===== src/hdl/shabs_pkg.sv =====
package shabs_pkg;

   // padding layout inside one 64-byte block
   localparam logic [5:0] LEN_POS  = 6'd56;
   localparam logic [5:0] LAST_POS = 6'd63;
   localparam logic [5:0] LAST_ROUND = 6'd63;
   localparam logic [7:0] PAD_BYTE = 8'h80;
   localparam logic [1:0] LAST_WORD_IDX = 2'd3;

   localparam logic [31:0] HASH_INIT [8] = '{
      32'h6a09e667, 32'hbb67ae85, 32'h3c6ef372, 32'ha54ff53a,
      32'h510e527f, 32'h9b05688c, 32'h1f83d9ab, 32'h5be0cd19
   };

   localparam logic [31:0] ROUND_K [64] = '{
      32'h428a2f98, 32'h71374491, 32'hb5c0fbcf, 32'he9b5dba5,
      32'h3956c25b, 32'h59f111f1, 32'h923f82a4, 32'hab1c5ed5,
      32'hd807aa98, 32'h12835b01, 32'h243185be, 32'h550c7dc3,
      32'h72be5d74, 32'h80deb1fe, 32'h9bdc06a7, 32'hc19bf174,
      32'he49b69c1, 32'hefbe4786, 32'h0fc19dc6, 32'h240ca1cc,
      32'h2de92c6f, 32'h4a7484aa, 32'h5cb0a9dc, 32'h76f988da,
      32'h983e5152, 32'ha831c66d, 32'hb00327c8, 32'hbf597fc7,
      32'hc6e00bf3, 32'hd5a79147, 32'h06ca6351, 32'h14292967,
      32'h27b70a85, 32'h2e1b2138, 32'h4d2c6dfc, 32'h53380d13,
      32'h650a7354, 32'h766a0abb, 32'h81c2c92e, 32'h92722c85,
      32'ha2bfe8a1, 32'ha81a664b, 32'hc24b8b70, 32'hc76c51a3,
      32'hd192e819, 32'hd6990624, 32'hf40e3585, 32'h106aa070,
      32'h19a4c116, 32'h1e376c08, 32'h2748774c, 32'h34b0bcb5,
      32'h391c0cb3, 32'h4ed8aa4a, 32'h5b9cca4f, 32'h682e6ff3,
      32'h748f82ee, 32'h78a5636f, 32'h84c87814, 32'h8cc70208,
      32'h90befffa, 32'ha4506ceb, 32'hbef9a3f7, 32'hc67178f2
   };

   typedef enum logic [2:0] {
      ST_IDLE,
      ST_LOAD,
      ST_ROUND,
      ST_FINISH,
      ST_PAD_MARK,
      ST_PAD_ZERO,
      ST_PAD_LEN,
      ST_OUTPUT
   } ctrl_state_type;

   typedef enum logic [1:0] {
      SRC_INPUT,
      SRC_MARK,
      SRC_ZERO,
      SRC_LEN
   } byte_src_type;

   typedef struct packed {
      logic         buf_wr;
      byte_src_type src;
      logic         count_en;
      logic         vars_load;
      logic         round_en;
      logic [5:0]   round_idx;
      logic         hash_add;
      logic         hash_init;
      logic [1:0]   word_idx;
   } dp_cmd_type;

   typedef struct packed {
      logic fill_last;
      logic fill_len;
   } dp_status_type;

   function automatic logic [31:0] rotr(input logic [31:0] x, input int n);
      logic [63:0] d;
      d = {x, x} >> n;
      return d[31:0];
   endfunction

   function automatic logic [31:0] big_sig0(input logic [31:0] x);
      return rotr(x, 2) ^ rotr(x, 13) ^ rotr(x, 22);
   endfunction

   function automatic logic [31:0] big_sig1(input logic [31:0] x);
      return rotr(x, 6) ^ rotr(x, 11) ^ rotr(x, 25);
   endfunction

   function automatic logic [31:0] small_sig0(input logic [31:0] x);
      return rotr(x, 7) ^ rotr(x, 18) ^ (x >> 3);
   endfunction

   function automatic logic [31:0] small_sig1(input logic [31:0] x);
      return rotr(x, 17) ^ rotr(x, 19) ^ (x >> 10);
   endfunction

endpackage


===== src/hdl/shabs_ctrl.sv =====
module shabs_ctrl
   import shabs_pkg::*;
(
   input  logic          clock,
   input  logic          reset,
   input  logic          req_valid,
   input  logic          req_byte_valid,
   input  logic          req_end_of_message,
   output logic          req_stall,
   output logic          rsp_valid,
   input  logic          rsp_stall,
   output logic [1:0]    rsp_word_index,
   output logic          rsp_last_word,
   output dp_cmd_type    cmd,
   input  dp_status_type status
);

   ctrl_state_type state_ff, state_in;
   ctrl_state_type ret_ff, ret_in;
   logic [5:0]     round_ff, round_in;
   logic [1:0]     word_ff, word_in;

   always_ff @(posedge clock) begin
      if (reset) begin
         state_ff <= ST_IDLE;
         ret_ff   <= ST_IDLE;
         round_ff <= '0;
         word_ff  <= '0;
      end else begin
         state_ff <= state_in;
         ret_ff   <= ret_in;
         round_ff <= round_in;
         word_ff  <= word_in;
      end
   end

   always_comb begin
      state_in      = state_ff;
      ret_in        = ret_ff;
      round_in      = round_ff;
      word_in       = word_ff;
      cmd           = '0;
      cmd.round_idx = round_ff;
      cmd.word_idx  = word_ff;
      req_stall     = 1'b1;
      rsp_valid     = 1'b0;
      unique case (state_ff)
         ST_IDLE: begin
            req_stall = 1'b0;
            if (req_valid) begin
               if (req_byte_valid) begin
                  cmd.buf_wr   = 1'b1;
                  cmd.src      = SRC_INPUT;
                  cmd.count_en = 1'b1;
                  if (status.fill_last) begin
                     state_in = ST_LOAD;
                     ret_in   = req_end_of_message ? ST_PAD_MARK : ST_IDLE;
                  end else if (req_end_of_message) begin
                     state_in = ST_PAD_MARK;
                  end
               end else if (req_end_of_message) begin
                  state_in = ST_PAD_MARK;
               end
            end
         end
         ST_LOAD: begin
            cmd.vars_load = 1'b1;
            round_in      = '0;
            state_in      = ST_ROUND;
         end
         ST_ROUND: begin
            cmd.round_en = 1'b1;
            round_in     = round_ff + 6'd1;
            if (round_ff == LAST_ROUND) begin
               state_in = ST_FINISH;
            end
         end
         ST_FINISH: begin
            cmd.hash_add = 1'b1;
            state_in     = ret_ff;
         end
         ST_PAD_MARK: begin
            cmd.buf_wr = 1'b1;
            cmd.src    = SRC_MARK;
            if (status.fill_last) begin
               state_in = ST_LOAD;
               ret_in   = ST_PAD_ZERO;
            end else begin
               state_in = ST_PAD_ZERO;
            end
         end
         ST_PAD_ZERO: begin
            if (status.fill_len) begin
               state_in = ST_PAD_LEN;
            end else begin
               cmd.buf_wr = 1'b1;
               cmd.src    = SRC_ZERO;
               if (status.fill_last) begin
                  state_in = ST_LOAD;
                  ret_in   = ST_PAD_ZERO;
               end
            end
         end
         ST_PAD_LEN: begin
            cmd.buf_wr = 1'b1;
            cmd.src    = SRC_LEN;
            if (status.fill_last) begin
               state_in = ST_LOAD;
               ret_in   = ST_OUTPUT;
            end
         end
         ST_OUTPUT: begin
            rsp_valid = 1'b1;
            if (!rsp_stall) begin
               word_in = word_ff + 2'd1;
               if (word_ff == LAST_WORD_IDX) begin
                  cmd.hash_init = 1'b1;
                  state_in      = ST_IDLE;
               end
            end
         end
         default: begin
            state_in = ST_IDLE;
         end
      endcase
   end

   assign rsp_word_index = word_ff;
   assign rsp_last_word  = (word_ff == LAST_WORD_IDX);

endmodule


===== src/hdl/shabs_datapath.sv =====
module shabs_datapath
   import shabs_pkg::*;
(
   input  logic          clock,
   input  logic          reset,
   input  logic [7:0]    req_byte_value,
   input  dp_cmd_type    cmd,
   output dp_status_type status,
   output logic [63:0]   digest_word
);

   logic [31:0] hash_ff  [8];
   logic [31:0] hash_in  [8];
   logic [31:0] vars_ff  [8];
   logic [31:0] vars_in  [8];
   logic [31:0] sched_ff [16];
   logic [31:0] sched_in [16];
   logic [5:0]  fill_ff, fill_in;
   logic [63:0] count_ff, count_in;

   logic [7:0]  wr_byte;
   logic [31:0] w_exp, w_cur, t1, t2;

   // byte source for the block buffer
   always_comb begin
      unique case (cmd.src)
         SRC_INPUT: wr_byte = req_byte_value;
         SRC_MARK:  wr_byte = PAD_BYTE;
         SRC_ZERO:  wr_byte = 8'h00;
         SRC_LEN:   wr_byte = count_ff[{~fill_ff[2:0], 3'b000} +: 8];
         default:   wr_byte = 8'h00;
      endcase
   end

   // schedule window: entry 0 is w[t-16], entry 15 is w[t-1] from round 16 on
   assign w_exp = sched_ff[0] + small_sig0(sched_ff[1]) + sched_ff[9]
                  + small_sig1(sched_ff[14]);
   assign w_cur = (cmd.round_idx[5:4] == 2'b00) ? sched_ff[0] : w_exp;

   assign t1 = vars_ff[7] + big_sig1(vars_ff[4])
               + ((vars_ff[4] & vars_ff[5]) ^ (~vars_ff[4] & vars_ff[6]))
               + ROUND_K[cmd.round_idx] + w_cur;
   assign t2 = big_sig0(vars_ff[0])
               + ((vars_ff[0] & vars_ff[1]) ^ (vars_ff[0] & vars_ff[2])
                  ^ (vars_ff[1] & vars_ff[2]));

   always_comb begin
      sched_in = sched_ff;
      if (cmd.buf_wr) begin
         sched_in[fill_ff[5:2]][{~fill_ff[1:0], 3'b000} +: 8] = wr_byte;
      end else if (cmd.round_en) begin
         for (int i = 0; i < 15; i++) begin
            sched_in[i] = sched_ff[i + 1];
         end
         sched_in[15] = w_cur;
      end
   end

   always_comb begin
      vars_in = vars_ff;
      if (cmd.vars_load) begin
         vars_in = hash_ff;
      end else if (cmd.round_en) begin
         vars_in[7] = vars_ff[6];
         vars_in[6] = vars_ff[5];
         vars_in[5] = vars_ff[4];
         vars_in[4] = vars_ff[3] + t1;
         vars_in[3] = vars_ff[2];
         vars_in[2] = vars_ff[1];
         vars_in[1] = vars_ff[0];
         vars_in[0] = t1 + t2;
      end
   end

   always_comb begin
      hash_in  = hash_ff;
      fill_in  = fill_ff;
      count_in = count_ff;
      if (cmd.hash_init) begin
         hash_in  = HASH_INIT;
         fill_in  = '0;
         count_in = '0;
      end else begin
         if (cmd.hash_add) begin
            for (int i = 0; i < 8; i++) begin
               hash_in[i] = hash_ff[i] + vars_ff[i];
            end
         end
         // fill wraps to zero when a block completes
         if (cmd.buf_wr) begin
            fill_in = fill_ff + 6'd1;
         end
         if (cmd.count_en) begin
            count_in = count_ff + 64'd8;
         end
      end
   end

   always_ff @(posedge clock) begin
      if (reset) begin
         hash_ff  <= HASH_INIT;
         fill_ff  <= '0;
         count_ff <= '0;
      end else begin
         hash_ff  <= hash_in;
         fill_ff  <= fill_in;
         count_ff <= count_in;
      end
   end

   always_ff @(posedge clock) begin
      sched_ff <= sched_in;
      vars_ff  <= vars_in;
   end

   assign status.fill_last = (fill_ff == LAST_POS);
   assign status.fill_len  = (fill_ff == LEN_POS);

   assign digest_word = {hash_ff[{cmd.word_idx, 1'b0}], hash_ff[{cmd.word_idx, 1'b1}]};

endmodule


===== src/hdl/sha256_byte_stream_hasher_unit.sv =====
// sha-256 hasher fed one message byte per item
//
// input channel (req_): byte value, byte-valid flag and end-of-message flag.
// an item with byte_valid low and end_of_message low is an idle item and
// changes nothing. end_of_message finalizes the message after the optional
// byte; the block pads, appends the 64-bit bit length and compresses.
// result channel (rsp_): four 64-bit big-endian digest words, index 0 first,
// last_word high on index 3. then the block is back at its initial state.
// timing: a byte item is taken while the block is idle; the 64th byte of a
// block adds a compression (load, 64 rounds at one per cycle in the round
// unit, hash update), during which no byte is taken.
// end of message: padding (marker, zero and length bytes) plus one or two
// compressions, then the four words, one per cycle unless the receiver stalls.
// req_stall is high whenever the block is compressing, padding or holding
// digest words. a stalled digest word holds still until taken.
// reset (synchronous, active high) restores the initial hash values and
// clears the fill position and bit count; no clearing pass is needed.
module sha256_byte_stream_hasher_unit
   import shabs_pkg::*;
(
   input  logic        clock,
   input  logic        reset,
   input  logic        req_valid,
   output logic        req_stall,
   input  logic [7:0]  req_byte_value,
   input  logic        req_byte_valid,
   input  logic        req_end_of_message,
   output logic        rsp_valid,
   input  logic        rsp_stall,
   output logic [63:0] rsp_digest_word,
   output logic [1:0]  rsp_word_index,
   output logic        rsp_last_word
);

   // command and status between sequencer and datapath
   dp_cmd_type    cmd;
   dp_status_type status;

   // sequencer: byte intake, padding steps, round count, digest output
   shabs_ctrl u_ctrl (
      .clock              (clock),
      .reset              (reset),
      .req_valid          (req_valid),
      .req_byte_valid     (req_byte_valid),
      .req_end_of_message (req_end_of_message),
      .req_stall          (req_stall),
      .rsp_valid          (rsp_valid),
      .rsp_stall          (rsp_stall),
      .rsp_word_index     (rsp_word_index),
      .rsp_last_word      (rsp_last_word),
      .cmd                (cmd),
      .status             (status)
   );

   // datapath: block buffer doubling as schedule window, round unit, hash state
   shabs_datapath u_datapath (
      .clock          (clock),
      .reset          (reset),
      .req_byte_value (req_byte_value),
      .cmd            (cmd),
      .status         (status),
      .digest_word    (rsp_digest_word)
   );

endmodule


===== config.mk =====
export PLATFORM = sky130hd
export DESIGN_NAME = sha256_byte_stream_hasher_unit
export DESIGN_NICKNAME = d
export VERILOG_FILES = /design/src/hdl/shabs_pkg.sv /design/src/hdl/shabs_ctrl.sv /design/src/hdl/shabs_datapath.sv /design/src/hdl/sha256_byte_stream_hasher_unit.sv
export SDC_FILE = /design/constraint.sdc
export NUM_CORES = 2
export LEC_CHECK = 0
export BUFFER_PORTS_ARGS = -buffer_cell sky130_fd_sc_hd__clkbuf_2
export CORE_MARGIN = 1
export CORE_UTILIZATION = 40
export DETAILED_ROUTE_END_ITERATION = 10
export SLEW_MARGIN = 20
export SYNTH_ARGS = -nofsm -noshare
export SYNTH_HDL_FRONTEND = slang
export SYNTH_SLANG_ARGS = --single-unit

===== constraint.sdc =====
create_clock -name clock -period 11.75 [get_ports clock]
set_input_delay 0.5875 -clock clock [delete_from_list [all_inputs] [get_ports clock]]
set_output_delay 0.5875 -clock clock [all_outputs]
set_load 0.02 [all_outputs]

* Word-level counts from Yosys, hierarchy flattened *
Memories as Yosys holds them, arrays and structs flattened.
Index checks and enable logic that the tools add are counted.

operators by class
  add/sub/neg operators = 23
  magnitude comparators = 5
  equality and inequality tests = 22
  shifts and indexed selects = 3
  multiplexer cells = 50
  bitwise logic cells = 24
  reductions and logical operators = 12

operator list
  kind                      count
  $mux W512                 2
  $add A32 B32 Y32          18
  $bwmux W512               1
  $mux W256                 2
  $xor A32 B32 Y32          9
  $mux W32                  8
  $bmux W32 S3              2
  $and A32 B32 Y32          5
  $demux W32 S4             1
  $add A64 B4 Y64 const B   1
  $shiftx A64 B7 Y8         1
  $mux W3                   18
  $not A32 Y32              1
  $pmux W8 S4               1
  $shift A8 B7 Y32 const A  1
  $shiftx A8 B7 Y32         1
  $xor A32 B22 Y32          1
  $xor A32 B29 Y32          1
  $pmux W3 S4               2
  $pmux W3 S8               1
  $eq A6 B6 Y1 const B      3
  $ne A2 B2 Y1 const B      7
  $add A6 B1 Y6 const B     2
  $eq A3 B3 Y1 const B      4
  29 further kinds          46

word-level totals
  flip-flop bits (word level) = 1,108
  bits in read-only memories = 2,048
  input port bits = 14
  output and inout bits = 69
  word-level logic and storage cells = 178
  memories = 1

memory list
  memory            words  width  rd ports  clocked after Yosys merged registers in  write ports  RTL line              source
  (name not given)  64     32     1         0                                        0            shabs_datapath.sv:42  + ROUND_K[cmd.round_idx] + w_cur;

* Depth between registers and ports, before layout *
  depth after elaboration = 10
  gate-level depth with buffers = 44
  mapped depth without buffers = 44

* Hierarchy *
A second synthesis with hierarchy kept.

unflattened totals
  cell total of the unflattened synthesis = 7,266
  area total of the unflattened synthesis = 74,213.7 µm²

by module, submodules not included
  module          instances  cells an instance  area each (µm²)  sequential area each (µm²)
  shabs_datapath  1          7,133              73,241.5         29,528.3
  shabs_ctrl      1          133                972.2            280.3

* Worst setup path after synthesis *
OpenSTA, ideal clock, no wires.

  path type = register to register
  start = reg u_datapath.sched_ff[50] (netlist name)
  end = reg u_datapath.vars_ff[255] (netlist name) (data pin)
  setup time = 260 ps
  arrival = 9,348 ps
  required time = 11,490 ps
  setup slack = 2,142 ps
  cell stages (with the launch flop) = 39
  path buffers = 0
  period minus slack after synthesis = 9,608 ps
  cell sequence = edfxtp_1 xnor2_1 xnor2_1 fa_1 fa_1 ha_1 fa_1 a211oi_1 nor2_1 o21a_1 nor2_1 o21bai_1 a21oi_1 xor2_1 nor2_1 a21oi_1 fa_1 fa_1 (+3 left out) a221o_1 a21o_1 a21oi_1 o21ai_1 o31ai_1 o21ai_0 a21oi_1 nor3_1 a311o_1 fa_1 ha_1 a21o_1 a21o_1 and3_1 a2111oi_0 o211ai_1 xnor2_1 mux2_2

RTL lines
  item                    RTL line               source
  start, declared         shabs_datapath.sv:16   logic [31:0] sched_ff [16];
  start signal, assigned  shabs_datapath.sv:112  sched_ff <= sched_in;
  end signal, assigned    shabs_datapath.sv:113  vars_ff <= vars_in;
  end, declared           shabs_datapath.sv:14   logic [31:0] vars_ff [8];

==> results.md <==
- Register area share after synthesis: 0.403
- Mux cell area share after synthesis: 0.0354
- Longest individual stage delay on the worst path: around 570 ps
- Number of ports placed on the die boundary: 83
- Area of the core: between 150000 and 200000 um^2
- Launching element of the worst setup path: u_datapath.sched_ff[50]
- CTS Buf Count: 134
- X dimension of the die: 432 um
- Crit path DAT: approximately 12000 ps
- Synthesized netlist net count: around 8600
- Cell count after synthesis: 8035
- Max-slew headroom: 0.123
- Height of the die: roughly 430 um
- Fraction of final layout cells sized beyond drive strength 1: 0.0681
- CP max FO: 5
- Routed via count: ~61000
- Highest achievable clock rate: 89.9 MHz
- H-Tree Depth: 4
- Number of maximum-capacitance violations: 0
- Area of the die: 186000 um^2
- Starting utilization of the core area: 0.403
- Required time of the critical path: 12300 ps
- Dominant combinational cell family by area after synthesis: compound AO/OA/AOI/OAI gates
- XOR/XNOR Fraction of Synth Area: 0.0698
- Clock network latency to the later pin of the worst-skew pair: 830 ps
- Synthesized flop and latch total: 1105
- CP Launch Type: flop
- Global-route wire length before repair: around 380000 um
- Top flip-flop cell by instance count after synthesis: sky130_fd_sc_hd__edfxtp_1
- Clock transition at the registers of the reported paths: about 60 ps
- Rows: around 160
- Number of endpoints with negative hold slack in the final report: 0
- Register-to-register path setup slack: approximately 620 ps
- Netlist Area Pre-Place: between 70000 and 80000 um^2
- Area fraction in and, or, nand and nor cells after synthesis: 0.156
- Reg-to-reg startpoint: u_datapath.sched_ff[50]
- Count of nets left with antenna violations after detail routing: 0
- Number of synthesized flops with an enable pin: about 770
- Final number of setup-violating endpoints: 0
- Post-route fraction of the period consumed by the critical path: 0.947
- DRT iter0 DRCs: ~6900
- Final Max Slew Viols: 0
- Path category of the worst min-delay check: in -> reg
- Total Routing Usage GR: 0.273
- Vias in the first global route: between 50000 and 60000
- Clock tree sinks: between 1000 and 1500
- Final Critical Period: 11130 ps
- Count of distinct cell types in the synthesized netlist: 108
- Total Nets Final: approximately 8500
- Bufs on Longest Clock Path: 3
- Biggest area consumer among synthesized cells: sky130_fd_sc_hd__edfxtp_1
- Overall overflow remaining after global route: 0
- Worst Max-Slew Pin Slew: 1300 ps
- Routed WL: around 260000 um
- Summed negative setup slack over all endpoints: 0 ps
- Cells taking the most area after synthesis: sky130_fd_sc_hd__edfxtp_1, sky130_fd_sc_hd__dfxtp_1, sky130_fd_sc_hd__nand2_1
- Worst r2r path cells: between 40 and 50
- Setup repair after global routing missed its margin: no
- Detailed Routing Iterations Pass 1: 9
- Adder and majority gate portion of the synthesized area: 0.122
- Initial antenna violation count: 8
- Ys Warns: 0
- Share of the synthesized area in compound gates (AO/OA/AOI/OAI): 0.174
- Result of the run: finished, final reports clean
- Mean post-synth cell area: ~9.2 um^2
- Worst setup EP type: flop
- Average via count per standard cell: 5.84
- Reg2reg end: u_datapath.vars_ff[255]
- Routed wire per std cell: around 25 um
- Most frequent cell on the critical path: sky130_fd_sc_hd__fa_1
- GPL Wtd Cong: 0.980
- Post-synth top area share: 0.312
- Max Clock Skew: 71.8 ps
- Share of synthesized registers carrying an async set or reset: 0
- Maximum number of pins on one net before global-route repair: 226
- Layout area overhead: 9.63%
- Critical path class: reg -> reg
- CTS root buf: sky130_fd_sc_hd__clkbuf_16
- DRC violation count after routing: 0
- Clock tree from TritonCTS: yes
- End of the critical path: u_datapath.vars_ff[255]
- Placed wire-length estimate: 194000 um
- Cell with the largest stage delay on the worst path: sky130_fd_sc_hd__fa_1
- Number of port buffers: between 80 and 90
area by class of cell:
class                   instances  area [um^2]
flip-flops and latches       1105        29800
repair buffers                165         1070
clock buffers                 173         3680
fillers                     17600       102000
diodes                          1         2.50
inverters                     331         1250
clock inverters                75          820
multi-input cells            6171        41300
well taps                    2464         3080
sequential cells by signal, summed over array words and instances (netlist names):
name / count
u_datapath.count_ff: 61
u_ctrl.rsp_word_index: 2
u_ctrl.round_ff: 6
u_datapath.sched_ff: 512
u_datapath.fill_ff: 6
u_ctrl.state_ff: 3
u_datapath.hash_ff: 256
u_datapath.vars_ff: 256
u_ctrl.ret_ff: 3
cell families (layout without fill, tap and decap cells):
group	after synthesis	count (layout)
compound gates	2122	2122
xor+xnor	587	587
fa+ha+maj	610	610
buf+inv	759	744
flops	1105	1105
mux	158	158
other cells	0	1
simple gates	2694	2694
worst min path at each step:
stage                          start                        to  cells past startpoint
floorplan           u_ctrl.ret_ff[2]          u_ctrl.ret_ff[2]                      2
global placement    u_ctrl.ret_ff[0]          u_ctrl.ret_ff[0]                      2
detailed placement  u_ctrl.ret_ff[2]          u_ctrl.ret_ff[2]                      2
CTS                        rsp_stall  u_ctrl.rsp_word_index[1]                      4
global route               rsp_stall  u_ctrl.rsp_word_index[1]                      4
finish                     rsp_stall  u_ctrl.rsp_word_index[1]                      4
metrics by stage:
step                      setup WS, ps  hold WS (ps)  utilization  cell area (um^2)  std cells
final                              622           104        0.442             81000      10500
after floorplan                   2140           454            -             73900       8035
after global placement             551           469        0.417             76500      10200
after detailed placement           599           476        0.417             76500      10200
after global routing               174           120        0.442             81000      10500
after CTS                          490          59.1        0.442             81000      10500
Yosys cell counts, types with 18 or more instances:
| cell | n |
|---|---|
| sky130_fd_sc_hd__a211oi_1 | 67 |
| sky130_fd_sc_hd__a21o_1 | 177 |
| sky130_fd_sc_hd__a21oi_1 | 512 |
| sky130_fd_sc_hd__a31oi_1 | 53 |
| sky130_fd_sc_hd__and2_1 | 30 |
| sky130_fd_sc_hd__and3_1 | 55 |
| sky130_fd_sc_hd__buf_1 | 43 |
| sky130_fd_sc_hd__clkbuf_1 | 365 |
| sky130_fd_sc_hd__dfxtp_1 | 337 |
| sky130_fd_sc_hd__edfxtp_1 | 768 |
| sky130_fd_sc_hd__fa_1 | 195 |
| sky130_fd_sc_hd__ha_1 | 397 |
| sky130_fd_sc_hd__inv_1 | 324 |
| sky130_fd_sc_hd__maj3_1 | 18 |
| sky130_fd_sc_hd__mux2i_1 | 68 |
| sky130_fd_sc_hd__mux4_2 | 82 |
| sky130_fd_sc_hd__nand2_1 | 1749 |
| sky130_fd_sc_hd__nand2b_1 | 61 |
| sky130_fd_sc_hd__nand3_1 | 113 |
| sky130_fd_sc_hd__nand4_1 | 31 |
| sky130_fd_sc_hd__nor2_1 | 350 |
| sky130_fd_sc_hd__nor2b_1 | 67 |
| sky130_fd_sc_hd__nor3_1 | 89 |
| sky130_fd_sc_hd__o211ai_1 | 113 |
| sky130_fd_sc_hd__o21a_1 | 63 |
| sky130_fd_sc_hd__o21ai_0 | 771 |
| sky130_fd_sc_hd__o21ai_1 | 53 |
| sky130_fd_sc_hd__o21bai_1 | 53 |
| sky130_fd_sc_hd__o22ai_1 | 31 |
| sky130_fd_sc_hd__o31ai_1 | 30 |
| sky130_fd_sc_hd__or3_1 | 54 |
| sky130_fd_sc_hd__xnor2_1 | 375 |
| sky130_fd_sc_hd__xor2_1 | 211 |
metal layers:
metal	vias up	share of wire	GRT usage
li1	28200	-	-
met1	30000	0.43	0.373
met2	2582	0.45	0.423
met3	483	0.078	0.0440
met4	4	0.051	0.129
met5	-	0.00010	0
timing repair:
action	CTS	global route
endpoints found under the setup margin	0	1
hold buffers	0	0
buffers inserted	0	0
gates resized for setup	0	1
worst max-delay path, delay by kind of cell, from the launching register on:
kind,cells,cell delay (ps)
fa+ha+maj,9,3920
compound gates,16,3470
xor+xnor,5,1250
simple gates,7,980
flops,1,480
buf+inv,4,440
mux,1,290
cells in the final DEF (no fill, tap or decap), types with 54 or more instances in the layout:
master and count:
sky130_fd_sc_hd__a211oi_1 67, sky130_fd_sc_hd__a21o_1 177, sky130_fd_sc_hd__a21oi_1 511, sky130_fd_sc_hd__and3_1 55, sky130_fd_sc_hd__buf_4 79, sky130_fd_sc_hd__clkbuf_16 139, sky130_fd_sc_hd__clkbuf_2 82, sky130_fd_sc_hd__dfxtp_1 331
sky130_fd_sc_hd__edfxtp_1 768, sky130_fd_sc_hd__fa_1 195, sky130_fd_sc_hd__ha_1 397, sky130_fd_sc_hd__inv_1 323, sky130_fd_sc_hd__mux2i_1 68, sky130_fd_sc_hd__mux4_2 82, sky130_fd_sc_hd__nand2_1 1748, sky130_fd_sc_hd__nand2b_1 61
sky130_fd_sc_hd__nand3_1 113, sky130_fd_sc_hd__nor2_1 347, sky130_fd_sc_hd__nor2b_1 66, sky130_fd_sc_hd__nor3_1 84, sky130_fd_sc_hd__o211ai_1 113, sky130_fd_sc_hd__o21a_1 63, sky130_fd_sc_hd__o21ai_0 770, sky130_fd_sc_hd__o21ai_1 54
sky130_fd_sc_hd__xnor2_1 375, sky130_fd_sc_hd__xor2_1 211
Power is not shown: default switching activity piles up to over one toggle a cycle in this logic, so the estimate is an artifact.
